[src/hw/rtl/bsi_pkg.sv]
// ----------------------------------------------------------------------------
// bsi_pkg
// Shared types and constants for the bounded sorted insert block.
// ----------------------------------------------------------------------------
package bsi_pkg;

   localparam int CAPACITY     = 16;
   localparam int KEY_WIDTH    = 32;
   localparam int INDEX_WIDTH  = $clog2(CAPACITY);
   localparam int COUNT_WIDTH  = $clog2(CAPACITY + 1);
   localparam int CSR_WIDTH    = 5;

   // request mode codes
   typedef enum logic [1:0] {
      MODE_INSERT = 2'd0,
      MODE_READ   = 2'd1,
      MODE_CLEAR  = 2'd2,
      MODE_UNUSED = 2'd3
   } mode_type;

   // register indexes on the csr port
   typedef enum logic [0:0] {
      CSR_ASCENDING_ORDER = 1'b0,
      CSR_CAPACITY_IN_USE = 1'b1
   } csr_index_type;

   typedef logic signed [KEY_WIDTH-1:0] key_type;

   // per-cell control from the top level
   typedef struct packed {
      logic insert_en;     // an accepted insert that will be placed
      logic in_list;       // cell lies below the searched length
      logic fallback_slot; // cell is the append slot of a non-full list
      logic in_span;       // cell lies at or below the shift limit
   } cell_ctl_type;

endpackage

[src/hw/rtl/bounded_sorted_insert.sv]
// ----------------------------------------------------------------------------
// bounded_sorted_insert
// Bounded sorted list of signed keys (top-k), held in a row of cells.
//
//   channel  direction  handshake              payload
//   req      in         req_valid / req_ready  mode, key, read_index
//   rsp      out        rsp_valid / rsp_ready  position, accepted, entry_total,
//                                              read_key
//   csr      in         csr_we                 csr_index, csr_wdata
//
// one item per cycle while req_ready is high: every cell compares the key in
// parallel and shifts or loads in the accept cycle; the result sits in the
// response register the next cycle. req_ready is high while the response
// register is empty or being taken. synchronous reset empties the list and
// loads the register defaults; stored keys are not cleared.
// ----------------------------------------------------------------------------
module bounded_sorted_insert (
   input  logic                                 clock,
   input  logic                                 reset,
   input  logic                                 req_valid,
   output logic                                 req_ready,
   input  logic [1:0]                           req_mode,
   input  logic signed [bsi_pkg::KEY_WIDTH-1:0] req_key,
   input  logic [3:0]                           req_read_index,
   output logic                                 rsp_valid,
   input  logic                                 rsp_ready,
   output logic [3:0]                           rsp_position,
   output logic                                 rsp_accepted,
   output logic [4:0]                           rsp_entry_total,
   output logic signed [bsi_pkg::KEY_WIDTH-1:0] rsp_read_key,
   input  logic                                 csr_we,
   input  logic [0:0]                           csr_index,
   input  logic [bsi_pkg::CSR_WIDTH-1:0]        csr_wdata
);

   localparam int CAP = bsi_pkg::CAPACITY;
   localparam int IW  = bsi_pkg::INDEX_WIDTH;
   localparam int CW  = bsi_pkg::COUNT_WIDTH;

   logic                       ascending_ff;
   logic [bsi_pkg::CSR_WIDTH-1:0] capacity_ff;
   logic [CW-1:0]              count_ff, count_in;

   logic                       rsp_valid_ff, rsp_valid_in;
   logic [IW-1:0]              position_ff, position_in;
   logic                       accepted_ff, accepted_in;
   logic [CW-1:0]              total_ff, total_in;
   bsi_pkg::key_type           read_key_ff, read_key_in;

   logic                       take;
   bsi_pkg::mode_type          mode;
   logic [CW-1:0]              cap_eff;
   logic                       full;
   logic [CW-1:0]              search_len;
   logic [CW-1:0]              last;
   logic                       last_before;
   logic                       insert_ok;
   logic [IW-1:0]              insert_pos;

   bsi_pkg::key_type           slot_key [CAP];
   bsi_pkg::key_type           prev_key [CAP];
   logic [CAP-1:0]             before_raw;
   logic [CAP-1:0]             place;
   logic [CAP:0]               found;
   bsi_pkg::cell_ctl_type      ctl [CAP];

   assign take      = req_valid & req_ready;
   assign req_ready = ~rsp_valid_ff | rsp_ready;
   assign mode      = bsi_pkg::mode_type'(req_mode);

   // configuration registers
   always_ff @(posedge clock) begin
      if (reset) begin
         ascending_ff <= 1'b1;
         capacity_ff  <= bsi_pkg::CSR_WIDTH'(CAP);
      end else if (csr_we) begin
         unique case (bsi_pkg::csr_index_type'(csr_index))
            bsi_pkg::CSR_ASCENDING_ORDER: ascending_ff <= csr_wdata[0];
            bsi_pkg::CSR_CAPACITY_IN_USE: capacity_ff  <= csr_wdata;
            default: ;
         endcase
      end
   end

   // effective capacity, zero acts as one and large values clamp
   always_comb begin
      if (capacity_ff == '0) begin
         cap_eff = CW'(1);
      end else if (CW'(capacity_ff) > CW'(CAP) || capacity_ff > bsi_pkg::CSR_WIDTH'(CAP)) begin
         cap_eff = CW'(CAP);
      end else begin
         cap_eff = CW'(capacity_ff);
      end
   end

   assign full       = count_ff >= cap_eff;
   assign search_len = full ? cap_eff : count_ff;
   assign last       = full ? (cap_eff - CW'(1)) : count_ff;

   // reject test against the entry at capacity minus one
   always_comb begin
      last_before = 1'b0;
      for (int i = 0; i < CAP; i++) begin
         if (CW'(i) == cap_eff - CW'(1)) begin
            last_before = before_raw[i];
         end
      end
   end

   assign insert_ok = take & (mode == bsi_pkg::MODE_INSERT) & (~full | last_before);

   // row of cells with the found chain between neighbors
   assign found[0] = 1'b0;

   for (genvar g = 0; g < CAP; g++) begin : g_cell
      if (g == 0) begin : g_head
         assign prev_key[g] = req_key;
      end else begin : g_body
         assign prev_key[g] = slot_key[g-1];
      end

      assign ctl[g].insert_en     = insert_ok;
      assign ctl[g].in_list       = CW'(g) < search_len;
      assign ctl[g].fallback_slot = ~full & (CW'(g) == count_ff);
      assign ctl[g].in_span       = CW'(g) <= last;

      bsi_cell u_cell (
         .clock      (clock),
         .ascending  (ascending_ff),
         .new_key    (req_key),
         .prev_key   (prev_key[g]),
         .found_in   (found[g]),
         .ctl        (ctl[g]),
         .slot_key   (slot_key[g]),
         .before_raw (before_raw[g]),
         .found_out  (found[g+1]),
         .place      (place[g])
      );
   end

   // encode the one-hot insertion point
   always_comb begin
      insert_pos = '0;
      for (int i = 0; i < CAP; i++) begin
         if (place[i]) begin
            insert_pos = insert_pos | IW'(i);
         end
      end
   end

   // entry count and response contents
   always_comb begin
      count_in    = count_ff;
      position_in = '0;
      accepted_in = 1'b0;
      read_key_in = '0;
      unique case (mode)
         bsi_pkg::MODE_INSERT: begin
            if (insert_ok) begin
               count_in    = full ? cap_eff : (count_ff + CW'(1));
               position_in = insert_pos;
               accepted_in = 1'b1;
            end
         end
         bsi_pkg::MODE_READ: begin
            position_in = req_read_index;
            if (CW'(req_read_index) < count_ff) begin
               accepted_in = 1'b1;
               read_key_in = slot_key[req_read_index];
            end
         end
         bsi_pkg::MODE_CLEAR: begin
            count_in = '0;
         end
         default: ;
      endcase
      total_in = count_in;
   end

   assign rsp_valid_in = take | (rsp_valid_ff & ~rsp_ready);

   always_ff @(posedge clock) begin
      if (reset) begin
         count_ff     <= '0;
         rsp_valid_ff <= 1'b0;
      end else begin
         if (take) begin
            count_ff <= count_in;
         end
         rsp_valid_ff <= rsp_valid_in;
      end
   end

   // response payload, loaded on accept
   always_ff @(posedge clock) begin
      if (take) begin
         position_ff <= position_in;
         accepted_ff <= accepted_in;
         total_ff    <= total_in;
         read_key_ff <= read_key_in;
      end
   end

   assign rsp_valid       = rsp_valid_ff;
   assign rsp_position    = position_ff;
   assign rsp_accepted    = accepted_ff;
   assign rsp_entry_total = total_ff;
   assign rsp_read_key    = read_key_ff;

endmodule

[src/hw/rtl/bsi_cell.sv]
// ----------------------------------------------------------------------------
// bsi_cell
// One list slot: holds a key, compares it to the incoming key and either
// keeps it, takes the new key, or takes its upstream neighbor's key.
// ----------------------------------------------------------------------------
module bsi_cell (
   input  logic                  clock,
   input  logic                  ascending,
   input  bsi_pkg::key_type      new_key,
   input  bsi_pkg::key_type      prev_key,
   input  logic                  found_in,
   input  bsi_pkg::cell_ctl_type ctl,
   output bsi_pkg::key_type      slot_key,
   output logic                  before_raw,
   output logic                  found_out,
   output logic                  place
);

   bsi_pkg::key_type slot_key_ff;
   bsi_pkg::key_type slot_key_in;
   logic             lt_gated;
   logic             shift;

   // new key orders strictly before the held key
   assign before_raw = ascending ? (new_key < slot_key_ff) : (new_key > slot_key_ff);
   assign lt_gated   = before_raw & ctl.in_list;
   assign found_out  = found_in | lt_gated;

   // insertion point is the first hit, or the append slot when none hit
   assign place = ctl.insert_en & ~found_in & (lt_gated | ctl.fallback_slot);
   assign shift = ctl.insert_en & found_in & ctl.in_span;

   always_comb begin
      slot_key_in = slot_key_ff;
      if (place) begin
         slot_key_in = new_key;
      end else if (shift) begin
         slot_key_in = prev_key;
      end
   end

   always_ff @(posedge clock) begin
      slot_key_ff <= slot_key_in;
   end

   assign slot_key = slot_key_ff;

endmodule
[config.mk]
export PLATFORM = sky130hd
export DESIGN_NAME = bounded_sorted_insert
export DESIGN_NICKNAME = d
export VERILOG_FILES = /design/src/hw/rtl/bsi_pkg.sv /design/src/hw/rtl/bounded_sorted_insert.sv /design/src/hw/rtl/bsi_cell.sv
export SDC_FILE = /design/constraint.sdc
export NUM_CORES = 2
export LEC_CHECK = 0
export ABC_AREA = 1
export BUFFER_PORTS_ARGS = -buffer_cell sky130_fd_sc_hd__clkbuf_2
export CAP_MARGIN = 20
export CORE_MARGIN = 3
export CORE_UTILIZATION = 46
export DETAILED_ROUTE_END_ITERATION = 8
export GPL_TIMING_DRIVEN = 1
export HOLD_SLACK_MARGIN = 0.06
export PLACE_DENSITY_LB_ADDON = 0.3
export SLEW_MARGIN = 20
export SYNTH_ARGS = -nofsm -noshare
export SYNTH_HDL_FRONTEND = slang
export SYNTH_SLANG_ARGS = --single-unit
[constraint.sdc]
create_clock -name clock -period 8.27 [get_ports clock]
set_input_delay 0.4135 -clock clock [delete_from_list [all_inputs] [get_ports clock]]
set_output_delay 0.4135 -clock clock [all_outputs]
set_load 0.005 [all_outputs]
==> run_summary.xml <==
<?xml version="1.0" encoding="UTF-8"?>
<metrics>
  <group name="final_layout">
    <metric name="design.final.nets" unit="">5669</metric>
    <metric name="areaGrowthSynthToFinish" unit="%">9.56</metric>
    <metric name="most-common-layout-cells" unit="">nand2_1, inv_1, o21ai_0</metric>
    <metric name="most_common_library_cell_in_the_layout_ignoring_fill_and_taps" unit="">nand2_1</metric>
    <metric name="drive_above_1_share" unit="%">6.66</metric>
  </group>
  <group name="routing">
    <metric name="routed_wire_length_per_instance" unit="um">20.6</metric>
    <metric name="viasPerCell" unit="">5.74</metric>
    <metric name="detailedRoute.firstIterationViolations" unit="">4041</metric>
    <metric name="wl" unit="um">130000</metric>
    <metric name="final_antenna_net_count" unit="">0</metric>
    <metric name="drt_pre_antenna_iters" unit="">6</metric>
    <metric name="post-route-drc-count" unit="">0</metric>
    <metric name="num_vias" unit="">36300</metric>
  </group>
  <group name="critical_path">
    <metric name="slowest_stage" unit="">o21ai_4</metric>
    <metric name="reg2reg_slack" unit="ns">2.57</metric>
    <metric name="arrival" unit="ns">6.03</metric>
    <metric name="setup.worst_path.start_class" unit="">flip-flop</metric>
    <metric name="crit_path_max_incr_delay" unit="ns">0.51</metric>
    <metric name="r2r_end" unit="">g_cell[15].u_cell.slot_key[6]$_DFFE_PP_</metric>
    <metric name="path_class" unit="">flip-flop to flip-flop</metric>
    <metric name="critPathRequiredTime" unit="ns">8.60</metric>
    <metric name="timing.critical_path.to_type" unit="">flip-flop</metric>
    <metric name="worst-path-max-fanout" unit="">65</metric>
    <metric name="rr_worst_depth" unit="">28</metric>
    <metric name="reg2reg_from" unit="">capacity_ff[2]$_SDFFE_PP0P_</metric>
    <metric name="path_common_cell" unit="">nor2_4</metric>
  </group>
  <group name="logic_synthesis">
    <metric name="ys.warnings.count" unit="">0</metric>
    <metric name="postSynthRegisterBits" unit="">566</metric>
    <metric name="post_synth_instance_area" unit="um2">42200</metric>
    <metric name="synth_area_per_cell" unit="um2">8.23</metric>
    <metric name="synth-seq-area-share" unit="%">40.0</metric>
    <metric name="netlist_instances" unit="">5125</metric>
    <metric name="number_of_flops_mapped_to_enable_cells_by_yosys" unit="">554</metric>
    <metric name="syn_nets" unit="">5704</metric>
    <metric name="synthArstFlopShare" unit="%">0</metric>
    <metric name="ys_dominant_reg_cell" unit="">edfxtp_1</metric>
    <metric name="synth_top_cell_by_area" unit="">edfxtp_1</metric>
    <metric name="synth.distinct_cells" unit="">55</metric>
    <metric name="area_contributors_post_synth" unit="">edfxtp_1, ha_1, nand2_1, o21ai_0, inv_1</metric>
    <metric name="yosys.area.top_type_share" unit="%">39.4</metric>
  </group>
  <group name="sta">
    <metric name="timing.final.setup_violations" unit="">0</metric>
    <metric name="timing.final.crit_period" unit="ns">5.70</metric>
    <metric name="slew_viol_final" unit="">0</metric>
    <metric name="finalClockSkew" unit="ns">0.0234</metric>
    <metric name="slew_headroom" unit="%">22.4</metric>
    <metric name="timing_hold_violations_final" unit="">0</metric>
    <metric name="worst-slew-pin-transition" unit="ns">1.15</metric>
    <metric name="final.setup.tns" unit="ns">0</metric>
    <metric name="setup_repair_after_global_routing_missed_its_margin" unit="">false</metric>
    <metric name="clock.fmax" unit="MHz">175</metric>
    <metric name="final.period_utilization" unit="%">68.9</metric>
  </group>
  <group name="job">
    <metric name="count_of_maximum_capacitance_violations" unit="">0</metric>
  </group>
  <group name="power_and_ir_drop">
    <metric name="power.ir.vdd_worst" unit="mV">0.155</metric>
    <metric name="power.share.clock" unit="%">40.4</metric>
    <metric name="leakage_power_total" unit="nW">21.2</metric>
    <metric name="power_frac_comb" unit="%">19.2</metric>
    <metric name="seq_power_share" unit="%">40.3</metric>
    <metric name="p_switching" unit="mW">2.55</metric>
    <metric name="powerDensity" unit="nW/um2">184</metric>
    <metric name="total_power" unit="mW">8.52</metric>
    <metric name="power_report.internal_total" unit="mW">5.96</metric>
    <metric name="netSwitchingFraction" unit="%">30.0</metric>
  </group>
  <group name="floorplan">
    <metric name="design.portCount" unit="">93</metric>
    <metric name="die-width" unit="um">309</metric>
    <metric name="core.rowCount" unit="">110</metric>
    <metric name="design.core.area" unit="um2">90400</metric>
    <metric name="floorplan.die_area" unit="um2">95400</metric>
    <metric name="die_height" unit="um">309</metric>
    <metric name="start_util" unit="%">46.7</metric>
  </group>
  <group name="placement">
    <metric name="numPortBuffers" unit="">92</metric>
    <metric name="gp_congestion" unit="">0.926</metric>
    <metric name="hpwlAfterDp" unit="um">97800</metric>
  </group>
  <group name="clock_tree">
    <metric name="cts_setup_buffers" unit="">0</metric>
    <metric name="cts_root_buffer" unit="">clkbuf_16</metric>
    <metric name="cts_sinks" unit="">566</metric>
    <metric name="clkSlewWorstSetupHoldPaths" unit="ns">0.06</metric>
    <metric name="clock_insertion_delay_worst_skew" unit="ns">0.63</metric>
    <metric name="number_of_cts_inserted_buffers" unit="">72</metric>
    <metric name="cts_tree" unit="">built</metric>
    <metric name="max-clock-path-buffers" unit="">3</metric>
    <metric name="htree_levels" unit="">3</metric>
  </group>
  <group name="min_path">
    <metric name="worst_hold_class" unit="">primary input to flip-flop</metric>
    <metric name="worstHoldStart" unit="">csr_index</metric>
    <metric name="hold-path-endpoint" unit="">ascending_ff$_SDFFE_PP1P_</metric>
    <metric name="worst_hold_path.num_cells" unit="">4</metric>
  </group>
  <group name="outcome">
    <metric name="status" unit="">finished, final reports clean</metric>
  </group>
  <group name="grt">
    <metric name="grt_first_pass_wirelength" unit="um">198000</metric>
    <metric name="overflow_left_after_global_routing" unit="">0</metric>
    <metric name="gr-usage-all-layers" unit="%">26.8</metric>
    <metric name="grt_pass1_vias" unit="">33400</metric>
    <metric name="grt_start_max_net_pins" unit="">164</metric>
    <metric name="initial_antenna_violation_count" unit="">1</metric>
  </group>
</metrics>
==> registers in the layout, summed over array words and instances (netlist names) <==
register                flops
capacity_ff                 5
g_cell.u_cell.slot_key    512
rsp_valid                   1
rsp_accepted                1
rsp_entry_total             5
rsp_position                4
ascending_ff                1
count_ff                    5
rsp_read_key               32
==> worst max path at each step <==
stage,endpoint,cells after the start,start
floorplan,g_cell[1].u_cell.slot_key[0]$_DFFE_PP_,39,req_key[0]
global placement,g_cell[14].u_cell.slot_key[14]$_DFFE_PP_,19,req_key[31]
detailed placement,g_cell[3].u_cell.slot_key[12]$_DFFE_PP_,21,req_key[31]
CTS,g_cell[15].u_cell.slot_key[19]$_DFFE_PP_,28,capacity_ff[2]$_SDFFE_PP0P_
global route,g_cell[15].u_cell.slot_key[6]$_DFFE_PP_,28,capacity_ff[2]$_SDFFE_PP0P_
finish,g_cell[15].u_cell.slot_key[6]$_DFFE_PP_,28,capacity_ff[2]$_SDFFE_PP0P_
==> power by group through the flow <==
stage / Combinational (mW) / Sequential, mW / Clock, mW
after floorplan: 1.02 / 3.47 / 0
after global placement: 1.55 / 3.49 / 0
after detailed placement: 1.59 / 3.49 / 0
after CTS: 1.60 / 3.43 / 3.48
after global routing: 1.82 / 3.45 / 3.58
final: 1.64 / 3.43 / 3.44
==> final cells by class <==
type,instances,area (um2)
Antenna cell,1,2.50
Clock buffer,91,1980
Clock inverter,40,579
Fill cell,8380,44200
Inverter,735,2760
Multi-Input combinational cell,3569,21500
Sequential cell,566,16900
Tap cell,1176,1470
Timing Repair Buffer,146,1060
==> per-stage QoR <==
step / setup slack, ns / hold WS (ns) / util [%] / std cells / area [um2]
after floorplan: 1.86 / 0.445 / - / 5125 / 42200
after global placement: 2.06 / 0.462 / 48.0 / 6177 / 43400
after detailed placement: 2.21 / 0.471 / 48.1 / 6182 / 43500
after CTS: 2.64 / 0.0679 / 51.1 / 6321 / 46200
after global routing: 2.18 / 0.107 / 51.1 / 6323 / 46200
final: 2.57 / 0.0940 / 51.1 / 6324 / 46200
==> critical path, delay by kind of cell, from the launching register on <==
family                     cells  cell delay [ns]
adders and majority gates      1             0.33
and+or+nand+nor               21             3.27
AOI/OAI and AO/OA              2             0.92
DFF                            1             0.33
buffers and inverters          4             0.48
==> synthesized netlist by cell type (all sizes together), types with 21 or more instances <==
master and n:
nand2 1087, o21ai 792, inv 735, edfxtp 554
ha 530, a21oi 497, nor2 167, clkbuf 152
nand3 133, buf 103, o211ai 73, nand4 68
a211oi 48, o22ai 34, o21a 22, nor3 21
==> layer usage <==
metal,wire length (um),global-route usage (%)
met5,0,0
met3,11000,3.44
met4,4440,8.89
met2,55400,40.4
met1,59300,40.0
==> timing repair <==
item | in CTS | in global routing
resized for setup | 0 | 0
endpoints found under the setup margin | 0 | 0
endpoints found under the hold margin | 7 | 0
hold buffers | 8 | 0
==> logic make-up (layout without fill, tap and decap cells) <==
| group | count (synthesis) | count (layout) | share of synthesized area (%) |
|---|---|---|---|
| AOI/OAI and AO/OA | 1519 | 1519 | 19.6 |
| xor gates and xnor gates | 7 | 7 | 0.145 |
| adders and majority gates | 530 | 530 | 15.7 |
| buffers and inverters | 990 | 1012 | 9.62 |
| DFF | 566 | 566 | 40.0 |
| muxes | 4 | 4 | 0.0949 |
| other | 0 | 1 | 0 |
| and+or+nand+nor | 1509 | 1509 | 14.9 |
Note: power is estimated with default switching activity, not from simulation.
